[src/lhsfp_pkg.sv]
// Shared types, constants and the character map of the scanner frame parser.
// No dependencies; used by the parser, the top level and the testbench.
`timescale 1ns / 1ps

package lhsfp_pkg;

  // framing characters and the data frame marker word
  localparam logic [7:0]  STX_CHAR  = 8'h02;
  localparam logic [7:0]  ETX_CHAR  = 8'h03;
  localparam logic [15:0] MARK_WORD = 16'hFFFF;

  // splice sequence positions held in the skip counter
  localparam logic [3:0] SKIP_IDLE     = 4'd0;
  localparam logic [3:0] SKIP_START    = 4'd1;
  localparam logic [3:0] SKIP_LAST_DROP = 4'd9;
  localparam logic [3:0] SKIP_LEN_FIRST = 4'd10;
  localparam logic [3:0] SKIP_LEN      = 4'd11;
  localparam logic [3:0] SKIP_FCOUNT   = 4'd12;
  localparam logic [3:0] SKIP_DONE     = 4'd13;

  // one result item: one measured point
  typedef struct packed {
    logic [15:0] scan_number;
    logic [15:0] sector_number;
    logic [15:0] distance;
    logic [15:0] angle;
    logic [15:0] start_time;
    logic [15:0] echo;
    logic        last_of_scan;
  } point_t;

  // character to digit value, full 16 bits so odd characters spill upwards
  function automatic logic [15:0] char_value(input logic [7:0] c);
    logic [15:0] cw;
    cw = {8'h00, c};
    if (c < 8'h40) begin
      char_value = cw - 16'h0030;
    end else if (c < 8'h47) begin
      char_value = cw - 16'h0037;
    end else begin
      char_value = cw - 16'h0057;
    end
  endfunction

endpackage

[src/lhsfp_ifs.sv]
// Valid/ready channel interfaces: received bytes in, parsed points out.
// No dependencies; these interfaces use nothing from lhsfp_pkg.
`timescale 1ns / 1ps

interface lhsfp_byte_if;
  logic       valid;
  logic       ready;
  logic [7:0] rx_byte;

  modport source (output valid, output rx_byte, input ready);
  modport sink   (input valid, input rx_byte, output ready);
endinterface

interface lhsfp_point_if;
  logic        valid;
  logic        ready;
  logic [15:0] scan_number;
  logic [15:0] sector_number;
  logic [15:0] distance;
  logic [15:0] angle;
  logic [15:0] start_time;
  logic [15:0] echo;
  logic        last_of_scan;

  modport source (output valid, output scan_number, output sector_number,
                  output distance, output angle, output start_time,
                  output echo, output last_of_scan, input ready);
  modport sink   (input valid, input scan_number, input sector_number,
                  input distance, input angle, input start_time,
                  input echo, input last_of_scan, output ready);
endinterface

[src/lhsfp_parser.sv]
// Frame parser state machine: hex word assembly, frame splicing, point build.
// Depends on lhsfp_pkg for the point type, framing constants and char map.
`timescale 1ns / 1ps

module lhsfp_parser (
  input  logic                 clk,
  input  logic                 rst_n,
  input  logic                 step,
  input  logic [7:0]           rx_byte,
  input  logic                 echo_en,
  output logic                 res_valid,
  output lhsfp_pkg::point_t    res
);

  typedef enum logic [4:0] {
    PH_HUNT, PH_H_ID, PH_H_LEN, PH_H_MARK, PH_SKIP_ETX, PH_T_ETX,
    PH_D_FRAMES, PH_D_NAME, PH_D_PFORMAT, PH_D_PINFO, PH_D_PSENT,
    PH_D_PCOUNT, PH_D_LAYER, PH_S_NUM, PH_S_STEP, PH_S_POINTS,
    PH_S_TSTART, PH_S_DIR, PH_P_DIST, PH_P_ECHO, PH_S_TEND, PH_S_ENDDIR,
    PH_T_STAT, PH_T_STAI, PH_T_CRC
  } phase_t;

  phase_t      phase_r, phase_nxt;
  logic [1:0]  nib_r, nib_nxt;
  logic [15:0] acc_r, acc_nxt;
  logic [15:0] wc_r, wc_nxt;
  logic [15:0] len_r, len_nxt;
  logic [3:0]  skip_r, skip_nxt;
  logic [3:0]  total_r, total_nxt;
  logic [15:0] sector_r, sector_nxt;
  logic [7:0]  astep_r, astep_nxt;
  logic [15:0] left_r, left_nxt;
  logic [15:0] stime_r, stime_nxt;
  logic [15:0] dir_r, dir_nxt;
  logic [15:0] scan_r, scan_nxt;
  logic [15:0] held_r, held_nxt;

  logic [15:0] acc_fed;
  logic        word_done;
  logic [1:0]  nib_fed;
  logic        is_data;
  logic        splice_hit;
  logic        last_sector;
  logic        take_word;
  logic        emit;
  logic [15:0] emit_dist;
  logic [15:0] emit_echo;
  logic [15:0] wc_inc;

  // nibble assembly of the incoming character
  assign acc_fed   = {acc_r[11:0], 4'h0} + lhsfp_pkg::char_value(rx_byte);
  assign word_done = (nib_r == 2'd3);
  assign nib_fed   = word_done ? 2'd0 : nib_r + 2'd1;
  assign wc_inc    = wc_r + 16'd1;

  // counted words run from the frame count word to the sector end direction
  assign is_data     = (phase_r >= PH_D_FRAMES) && (phase_r <= PH_S_ENDDIR);
  assign splice_hit  = ({1'b0, wc_r} + 17'd1) == {1'b0, len_r};
  assign last_sector = ({1'b0, sector_r} + 17'd1) >= {13'd0, total_r};

  // next state for one byte
  always_comb begin
    phase_nxt  = phase_r;
    nib_nxt    = nib_r;
    acc_nxt    = acc_r;
    wc_nxt     = wc_r;
    len_nxt    = len_r;
    skip_nxt   = skip_r;
    total_nxt  = total_r;
    sector_nxt = sector_r;
    astep_nxt  = astep_r;
    left_nxt   = left_r;
    stime_nxt  = stime_r;
    dir_nxt    = dir_r;
    scan_nxt   = scan_r;
    held_nxt   = held_r;
    take_word  = 1'b0;
    emit       = 1'b0;
    emit_dist  = acc_fed;
    emit_echo  = 16'd0;

    // framing phases outside words
    unique case (phase_r)
      PH_SKIP_ETX: begin
        if (rx_byte == lhsfp_pkg::ETX_CHAR) begin
          phase_nxt = PH_HUNT;
        end
      end
      PH_T_ETX: begin
        phase_nxt = PH_HUNT;
      end
      PH_H_ID, PH_H_LEN, PH_H_MARK: begin
        take_word = 1'b1;
      end
      PH_D_FRAMES, PH_D_NAME, PH_D_PFORMAT, PH_D_PINFO, PH_D_PSENT,
      PH_D_PCOUNT, PH_D_LAYER, PH_S_NUM, PH_S_STEP, PH_S_POINTS,
      PH_S_TSTART, PH_S_DIR, PH_P_DIST, PH_P_ECHO, PH_S_TEND, PH_S_ENDDIR,
      PH_T_STAT, PH_T_STAI, PH_T_CRC: begin
        // continuation frame splice ahead of the next word
        priority if (skip_r == lhsfp_pkg::SKIP_IDLE && nib_r == 2'd0 && splice_hit) begin
          skip_nxt = lhsfp_pkg::SKIP_START;
        end else if (skip_r >= lhsfp_pkg::SKIP_START &&
                     skip_r <= lhsfp_pkg::SKIP_LAST_DROP) begin
          skip_nxt = skip_r + 4'd1;
        end else if (skip_r >= lhsfp_pkg::SKIP_LEN_FIRST &&
                     skip_r <= lhsfp_pkg::SKIP_FCOUNT) begin
          acc_nxt  = acc_fed;
          nib_nxt  = nib_fed;
          skip_nxt = (skip_r == lhsfp_pkg::SKIP_LEN_FIRST) ? lhsfp_pkg::SKIP_LEN : skip_r;
          if (word_done) begin
            acc_nxt = 16'd0;
            if (skip_r == lhsfp_pkg::SKIP_FCOUNT) begin
              wc_nxt   = 16'd1;
              skip_nxt = lhsfp_pkg::SKIP_DONE;
            end else begin
              len_nxt  = acc_fed;
              skip_nxt = lhsfp_pkg::SKIP_FCOUNT;
            end
          end
        end else begin
          skip_nxt  = lhsfp_pkg::SKIP_IDLE;
          take_word = 1'b1;
        end
      end
      default: begin
        // hunting for the start byte, also any stray phase code
        phase_nxt = PH_HUNT;
        if (rx_byte == lhsfp_pkg::STX_CHAR) begin
          phase_nxt = PH_H_ID;
          nib_nxt   = 2'd0;
          acc_nxt   = 16'd0;
          skip_nxt  = lhsfp_pkg::SKIP_IDLE;
        end
      end
    endcase

    // word level parsing
    if (take_word) begin
      acc_nxt = acc_fed;
      nib_nxt = nib_fed;
      if (word_done) begin
        acc_nxt = 16'd0;
        if (is_data) begin
          wc_nxt = wc_inc;
        end
        unique case (phase_r)
          PH_H_ID:  phase_nxt = PH_H_LEN;
          PH_H_LEN: begin
            len_nxt   = acc_fed;
            phase_nxt = PH_H_MARK;
          end
          PH_H_MARK: begin
            if (acc_fed == lhsfp_pkg::MARK_WORD) begin
              scan_nxt  = scan_r + 16'd1;
              wc_nxt    = 16'd1;
              skip_nxt  = lhsfp_pkg::SKIP_IDLE;
              phase_nxt = PH_D_FRAMES;
            end else begin
              phase_nxt = PH_SKIP_ETX;
            end
          end
          PH_D_FRAMES:  phase_nxt = PH_D_NAME;
          PH_D_NAME:    phase_nxt = PH_D_PFORMAT;
          PH_D_PFORMAT: phase_nxt = PH_D_PINFO;
          PH_D_PINFO: begin
            total_nxt = acc_fed[3:0];
            phase_nxt = PH_D_PSENT;
          end
          PH_D_PSENT:  phase_nxt = PH_D_PCOUNT;
          PH_D_PCOUNT: phase_nxt = PH_D_LAYER;
          PH_D_LAYER:  phase_nxt = PH_S_NUM;
          PH_S_NUM: begin
            sector_nxt = acc_fed;
            phase_nxt  = PH_S_STEP;
          end
          PH_S_STEP: begin
            astep_nxt = acc_fed[7:0];
            phase_nxt = PH_S_POINTS;
          end
          PH_S_POINTS: begin
            left_nxt  = acc_fed;
            phase_nxt = PH_S_TSTART;
          end
          PH_S_TSTART: begin
            stime_nxt = acc_fed;
            phase_nxt = PH_S_DIR;
          end
          PH_S_DIR: begin
            dir_nxt   = acc_fed;
            phase_nxt = (left_r != 16'd0) ? PH_P_DIST : PH_S_TEND;
          end
          PH_P_DIST: begin
            if (echo_en) begin
              held_nxt  = acc_fed;
              phase_nxt = PH_P_ECHO;
            end else begin
              emit = 1'b1;
            end
          end
          PH_P_ECHO: begin
            emit      = 1'b1;
            emit_dist = held_r;
            emit_echo = acc_fed;
          end
          PH_S_TEND:   phase_nxt = PH_S_ENDDIR;
          PH_S_ENDDIR: phase_nxt = last_sector ? PH_T_STAT : PH_S_NUM;
          PH_T_STAT:   phase_nxt = PH_T_STAI;
          PH_T_STAI:   phase_nxt = PH_T_CRC;
          PH_T_CRC:    phase_nxt = PH_T_ETX;
          default:     phase_nxt = PH_HUNT;
        endcase
      end
    end

    // point bookkeeping
    if (emit) begin
      left_nxt  = left_r - 16'd1;
      dir_nxt   = dir_r + {8'd0, astep_r};
      phase_nxt = (left_r != 16'd1) ? PH_P_DIST : PH_S_TEND;
    end
  end

  // result of this byte
  assign res_valid         = step && emit;
  assign res.scan_number   = scan_r;
  assign res.sector_number = sector_r;
  assign res.distance      = emit_dist;
  assign res.angle         = dir_r;
  assign res.start_time    = stime_r;
  assign res.echo          = emit_echo;
  assign res.last_of_scan  = (left_r == 16'd1) && last_sector;

  // parser state
  always_ff @(posedge clk) begin
    if (!rst_n) begin
      phase_r  <= PH_HUNT;
      nib_r    <= 2'd0;
      acc_r    <= 16'd0;
      wc_r     <= 16'd0;
      len_r    <= 16'd0;
      skip_r   <= lhsfp_pkg::SKIP_IDLE;
      total_r  <= 4'd0;
      sector_r <= 16'd0;
      astep_r  <= 8'd0;
      left_r   <= 16'd0;
      stime_r  <= 16'd0;
      dir_r    <= 16'd0;
      scan_r   <= 16'd0;
      held_r   <= 16'd0;
    end else if (step) begin
      phase_r  <= phase_nxt;
      nib_r    <= nib_nxt;
      acc_r    <= acc_nxt;
      wc_r     <= wc_nxt;
      len_r    <= len_nxt;
      skip_r   <= skip_nxt;
      total_r  <= total_nxt;
      sector_r <= sector_nxt;
      astep_r  <= astep_nxt;
      left_r   <= left_nxt;
      stime_r  <= stime_nxt;
      dir_r    <= dir_nxt;
      scan_r   <= scan_nxt;
      held_r   <= held_nxt;
    end
  end

endmodule

[src/lidar_hex_scan_frame_parser_core.sv]
// Top level of the scanner frame parser: byte input stage, parser, point output stage.
// Depends on lhsfp_pkg, lhsfp_ifs (channel interfaces) and lhsfp_parser.
`timescale 1ns / 1ps

// Usage
//   in_byte   : one received character per item (rx_byte), valid/ready.
//   out_point : one parsed point per item, valid/ready; a byte gives zero
//               or one point.
//   cfg_we/cfg_wdata : echo enable register, write only while idle.
// Timing
//   A byte accepted into the input register is parsed there; its point is
//   loaded into the output register when the output stage is free, and a
//   held output stalls the parse of the waiting byte.
//   One byte per cycle is sustained while out_point is not held; the whole
//   parse of a byte is one pass of parser logic between input and output registers.
// Reset
//   rst_n synchronous, active low: parser hunts for a start byte, all
//   counters and the echo enable are cleared, both stages empty.
// Stall
//   While a point waits at the output, one more byte is taken into the
//   input register; after that in_byte.ready drops until the point leaves.
//   Nothing is dropped or repeated.

module lidar_hex_scan_frame_parser_core (
  input  logic                 clk,
  input  logic                 rst_n,
  lhsfp_byte_if.sink           in_byte,
  lhsfp_point_if.source        out_point,
  input  logic                 cfg_we,
  input  logic                 cfg_wdata
);

  logic               echo_r;
  logic               in_valid_r;
  logic [7:0]         byte_r;
  logic               out_valid_r;
  lhsfp_pkg::point_t  point_r;
  logic               out_free;
  logic               step;
  logic               res_valid;
  lhsfp_pkg::point_t  res;

  assign out_free      = !out_valid_r || out_point.ready;
  assign step          = in_valid_r && out_free;
  assign in_byte.ready = !in_valid_r || out_free;

  // configuration register
  always_ff @(posedge clk) begin
    if (!rst_n) begin
      echo_r <= 1'b0;
    end else if (cfg_we) begin
      echo_r <= cfg_wdata;
    end
  end

  // input stage
  always_ff @(posedge clk) begin
    if (!rst_n) begin
      in_valid_r <= 1'b0;
    end else if (in_byte.ready) begin
      in_valid_r <= in_byte.valid;
    end
  end

  always_ff @(posedge clk) begin
    if (in_byte.valid && in_byte.ready) begin
      byte_r <= in_byte.rx_byte;
    end
  end

  lhsfp_parser u_parser (
    .clk       (clk),
    .rst_n     (rst_n),
    .step      (step),
    .rx_byte   (byte_r),
    .echo_en   (echo_r),
    .res_valid (res_valid),
    .res       (res)
  );

  // output stage
  always_ff @(posedge clk) begin
    if (!rst_n) begin
      out_valid_r <= 1'b0;
    end else if (out_free) begin
      out_valid_r <= res_valid;
    end
  end

  always_ff @(posedge clk) begin
    if (out_free && res_valid) begin
      point_r <= res;
    end
  end

  assign out_point.valid         = out_valid_r;
  assign out_point.scan_number   = point_r.scan_number;
  assign out_point.sector_number = point_r.sector_number;
  assign out_point.distance      = point_r.distance;
  assign out_point.angle         = point_r.angle;
  assign out_point.start_time    = point_r.start_time;
  assign out_point.echo          = point_r.echo;
  assign out_point.last_of_scan  = point_r.last_of_scan;

endmodule

[src/flat_wrapper.sv]
// flat-port wrapper written by rule: the top's interface ports become plain ports
module lidar_hex_scan_frame_parser_core_flat 
  (clk, rst_n, cfg_we, cfg_wdata, in_byte_valid, in_byte_rx_byte, in_byte_ready, out_point_valid, out_point_scan_number, out_point_sector_number, out_point_distance, out_point_angle, out_point_start_time, out_point_echo, out_point_last_of_scan, out_point_ready);
  lhsfp_byte_if in_byte_i ();
  lhsfp_point_if out_point_i ();
  input  logic clk;
  input  logic rst_n;
  input  logic cfg_we;
  input  logic cfg_wdata;
  input wire logic [$bits(in_byte_i.valid)-1:0] in_byte_valid;
  input wire logic [$bits(in_byte_i.rx_byte)-1:0] in_byte_rx_byte;
  output wire logic [$bits(in_byte_i.ready)-1:0] in_byte_ready;
  output wire logic [$bits(out_point_i.valid)-1:0] out_point_valid;
  output wire logic [$bits(out_point_i.scan_number)-1:0] out_point_scan_number;
  output wire logic [$bits(out_point_i.sector_number)-1:0] out_point_sector_number;
  output wire logic [$bits(out_point_i.distance)-1:0] out_point_distance;
  output wire logic [$bits(out_point_i.angle)-1:0] out_point_angle;
  output wire logic [$bits(out_point_i.start_time)-1:0] out_point_start_time;
  output wire logic [$bits(out_point_i.echo)-1:0] out_point_echo;
  output wire logic [$bits(out_point_i.last_of_scan)-1:0] out_point_last_of_scan;
  input wire logic [$bits(out_point_i.ready)-1:0] out_point_ready;
  assign in_byte_i.valid = in_byte_valid;
  assign in_byte_i.rx_byte = in_byte_rx_byte;
  assign in_byte_ready = in_byte_i.ready;
  assign out_point_valid = out_point_i.valid;
  assign out_point_scan_number = out_point_i.scan_number;
  assign out_point_sector_number = out_point_i.sector_number;
  assign out_point_distance = out_point_i.distance;
  assign out_point_angle = out_point_i.angle;
  assign out_point_start_time = out_point_i.start_time;
  assign out_point_echo = out_point_i.echo;
  assign out_point_last_of_scan = out_point_i.last_of_scan;
  assign out_point_i.ready = out_point_ready;
  lidar_hex_scan_frame_parser_core u_core (.clk(clk), .rst_n(rst_n), .in_byte(in_byte_i), .out_point(out_point_i), .cfg_we(cfg_we), .cfg_wdata(cfg_wdata));
endmodule
[config.mk]
export PLATFORM = sky130hd
export DESIGN_NAME = lidar_hex_scan_frame_parser_core_flat
export DESIGN_NICKNAME = d
export VERILOG_FILES = /design/src/lhsfp_pkg.sv /design/src/lhsfp_ifs.sv /design/src/lhsfp_parser.sv /design/src/lidar_hex_scan_frame_parser_core.sv /design/src/flat_wrapper.sv
export SDC_FILE = /design/constraint.sdc
export NUM_CORES = 1
export LEC_CHECK = 0
export BUFFER_PORTS_ARGS = -buffer_cell sky130_fd_sc_hd__buf_2
export CORE_ASPECT_RATIO = 0.8
export CORE_MARGIN = 1
export CORE_UTILIZATION = 63
export CTS_CLUSTER_SIZE = 30
export DETAILED_ROUTE_END_ITERATION = 16
export PLACE_DENSITY = 0.84
export REMOVE_ABC_BUFFERS = 1
export SLEW_MARGIN = 20
export SYNTH_ARGS = -nofsm -noshare
export SYNTH_HDL_FRONTEND = slang
export SYNTH_SLANG_ARGS = --single-unit
[constraint.sdc]
create_clock -name clk -period 8.9 [get_ports clk]
set_input_delay 0 -clock clk [delete_from_list [all_inputs] [get_ports clk]]
set_output_delay 0 -clock clk [all_outputs]
set_load 0.01 [all_outputs]
==> out/summary.txt <==
status - finished clean
Starting Density - 64.2%
Yosys cell types - 91
WS Path Type - flip-flop to flip-flop
synthesized area per cell - 9.22 um^2
Max Fclk - 0.169 GHz
Die ar. - 22,600 um^2
R2R Path Start - u_core.byte_r[0]$_DFFE_PP_
post-CTS sizing - 0
synthesized cell area - 13,800 um^2
Synth Flop Type - dfxtp_1
Ports - 113
cell type with the largest total area after synthesis - dfxtp_1
Post-synth EDFFs - 105
max_cap viols - 0
crit path max fanout - 17
cts-stage hold buffer count - 14
CTS tree - built
sequential area share after synthesis - 46.8%
R2R depth - 20
TNS Setup - 0 ps
Syn. warnings - 0
r2r endpoint - u_core.u_parser.wc_r[6]$_SDFFE_PN0P_
PortBufs - 112
Worst Hold Launch - in_byte_rx_byte[7]
gpl congestion - 0.962
Post-synth ARST share - 0%
GRT Util Overall - 32.5%
Layout Skew - 22.6 ps
Total Nets Final - 1,633
Num CTS Buffers - 27
DR pass1 iterations - 6
vias - 11.9k
Slew Viols, Final - 0
vias in the first global route - 10.9k
Hold WC Path Type - input pin to flip-flop
P&R area growth vs syn - 11.8%
relative slew slack - 29.0%
startpoint type of the worst setup path - flip-flop
Critical Path AT - 6390 ps
CP Capture Type - flip-flop
Power Total - 2.68 mW
Slew @ Worst Pin - 1060 ps
total gr overflow - 0
DP Wirelength - 25.0 mm
final worst path period share - 66.6%
Std-Cell Rows - 48
WL per Instance - 19.9 um
RSZ-0062 raised after global routing - false
Root Buffer - clkbuf_16
Post-Layout Inst Area - 15,500 um^2
Synth Instances - 1,501
global-route wire length before repair - 58.3 mm
Max IR drop VDD - 0.148 mV
detailed-route vias per instance - 6.35
antenna-violating nets left - 0
met2 Resource Use GR - 50.5%
met1 Usage GRT - 45.0%
post-CTS setup buffer count - 0
worst endpoint required time - 9360 ps
grt met3 use - 6.24%
Die H - 135 um
final setup vio count - 0
die width - 168 um
PwrDens - 173 nW/um^2
Ant. Diodes - 0
Core ar. - 21,600 um^2
most used routing layer - met2
Yosys reg bits - 271
clock buffer depth - 3
DRC Markers - 0
layout cells sized above 1 - 14.2%
Hold Crit Endpoint - u_core.byte_r[7]$_DFFE_PP_
Leak Pwr - 5.97 nW
clock latency on the worst-skew pair - 550 ps
H-Tree Depth - 1
Hold Path Depth - 2
initial antenna violation count - 0
drt first-iter violations - 1,347
reg2reg setup slack - 2970 ps
largest net degree at the start of global routing - 77
Final Hold Vio Count - 0
Worst-path clk slew - 60 ps
Yosys top cell area share - 24.0%
dpl cell area - 14,400 um^2
top post-synthesis cells by area - dfxtp_1 (24%), edfxtp_1 (23%), nand2_1 (4.9%), ha_1 (3.9%), nor2_1 (3.8%)
Clock Sinks - 271
final wirelength - 37.2 mm
Tmin final - 5930 ps
## placed cells by master (no fill, tap or decap), drive strengths merged, types with 11 or more instances in the layout
cell / netlist / layout
nand2: 182 / 182
and2: 13 / 13
or3: 12 / 12
xor2: 13 / 13
a21oi: 95 / 95
o21ai: 103 / 103
dfxtp: 166 / 166
and4: 11 / 11
xnor2: 44 / 44
and3: 21 / 21
a21o: 16 / 16
clkbuf: 53 / 38
nor4: 17 / 17
a22o: 13 / 13
buf: 47 / 130
mux2i: 32 / 32
nand2b: 16 / 16
inv: 40 / 42
edfxtp: 105 / 105
dlygate4sd3: 0 / 14
nand4: 20 / 20
a211oi: 20 / 20
ha: 43 / 43
nor2b: 11 / 11
a31oi: 19 / 19
nand3: 69 / 69
nor3: 54 / 54
nor2: 141 / 141
## where the power goes
part | total, mW | leakage, nW | internal [mW] | switching (mW)
sequential | 1.29 | 2.45 | 1.29 | 0.00646
combinational | 0.208 | 3.08 | 0.0602 | 0.147
clock | 1.17 | 0.442 | 0.683 | 0.492
## stage by stage
step	hold WS, ps	utilization (%)	worst slack [ps]	cells
after floorplan	98.9	-	3330	1401
after global placement	188	66.9	3380	1806
after detailed placement	182	66.9	3100	1806
after CTS	160	71.8	3090	1870
after global routing	173	71.8	2630	1870
final	166	71.8	2970	1870
## critical path, stage by stage (launching register included)
cell and delay (ps):
edfxtp_1 470, ha_1 290, a21o_1 230, nand2_1 70
nand2_1 60, a21o_1 190, inv_1 60, ha_1 260
a21oi_1 290, o211ai_1 140, a21oi_1 600, ha_1 430
a21o_1 190, a21oi_1 190, o221ai_1 150, a211oi_1 770
nor4_2 180, and3_1 320, a21oi_2 650, a32oi_1 190
o21ai_0 120
## synth_stat cells, drive strengths merged (17+ instances only)
master,instances
nand2,182
dfxtp,166
nor2,141
edfxtp,105
o21ai,103
a21oi,95
nand3,69
nor3,54
clkbuf,53
buf,47
xnor2,44
ha,43
inv,40
mux2i,32
and3,21
a211oi,20
nand4,20
a31oi,19
nor4,17
## cells by family (layout without fill, tap and decap cells)
kind of cell | count (synthesis) | after routing | share of synthesized area (%)
AOI/OAI and AO/OA | 361 | 361 | 17.0
xor gates and xnor gates | 57 | 57 | 3.74
adders and majority gates | 45 | 45 | 4.17
buffers and inverters | 141 | 235 | 4.53
DFF | 271 | 271 | 46.8
muxes | 34 | 34 | 2.48
and+or+nand+nor | 592 | 592 | 21.3
## cell type report
| class | instances | area [um^2] |
|---|---|---|
| clock buffer | 38 | 758 |
| clock inverter | 12 | 144 |
| fill | 1566 | 6080 |
| inverter | 41 | 156 |
| multi-input combinational | 1089 | 6760 |
| sequential | 271 | 6480 |
| tap | 275 | 344 |
| timing repair buffer | 144 | 836 |
## worst max-delay path by stage
stage          slack [ps]  cells after the start                                     from                                endpoint
2_1_floorplan        3330                      6  u_core.u_parser.phase_r[2]$_SDFFE_PN0P_     u_core.out_point.angle[0]$_DFFE_PP_
3_3_place_gp         3380                     19               u_core.byte_r[0]$_DFFE_PP_  u_core.u_parser.skip_r[2]$_SDFFE_PN0P_
3_5_place_dp         3100                     20               u_core.byte_r[0]$_DFFE_PP_    u_core.u_parser.wc_r[6]$_SDFFE_PN0P_
4_1_cts              3090                     20               u_core.byte_r[0]$_DFFE_PP_    u_core.u_parser.wc_r[6]$_SDFFE_PN0P_
5_1_grt              2630                     20               u_core.byte_r[0]$_DFFE_PP_    u_core.u_parser.wc_r[6]$_SDFFE_PN0P_
6_report             2970                     20               u_core.byte_r[0]$_DFFE_PP_    u_core.u_parser.wc_r[6]$_SDFFE_PN0P_
## layer usage
layer	part of all wire, %	routed length, um
met5	0	0
met4	3.6	1330
met3	8.6	3190
met2	44	16500
met1	43	16200
Power figures use the tool's default switching activity.
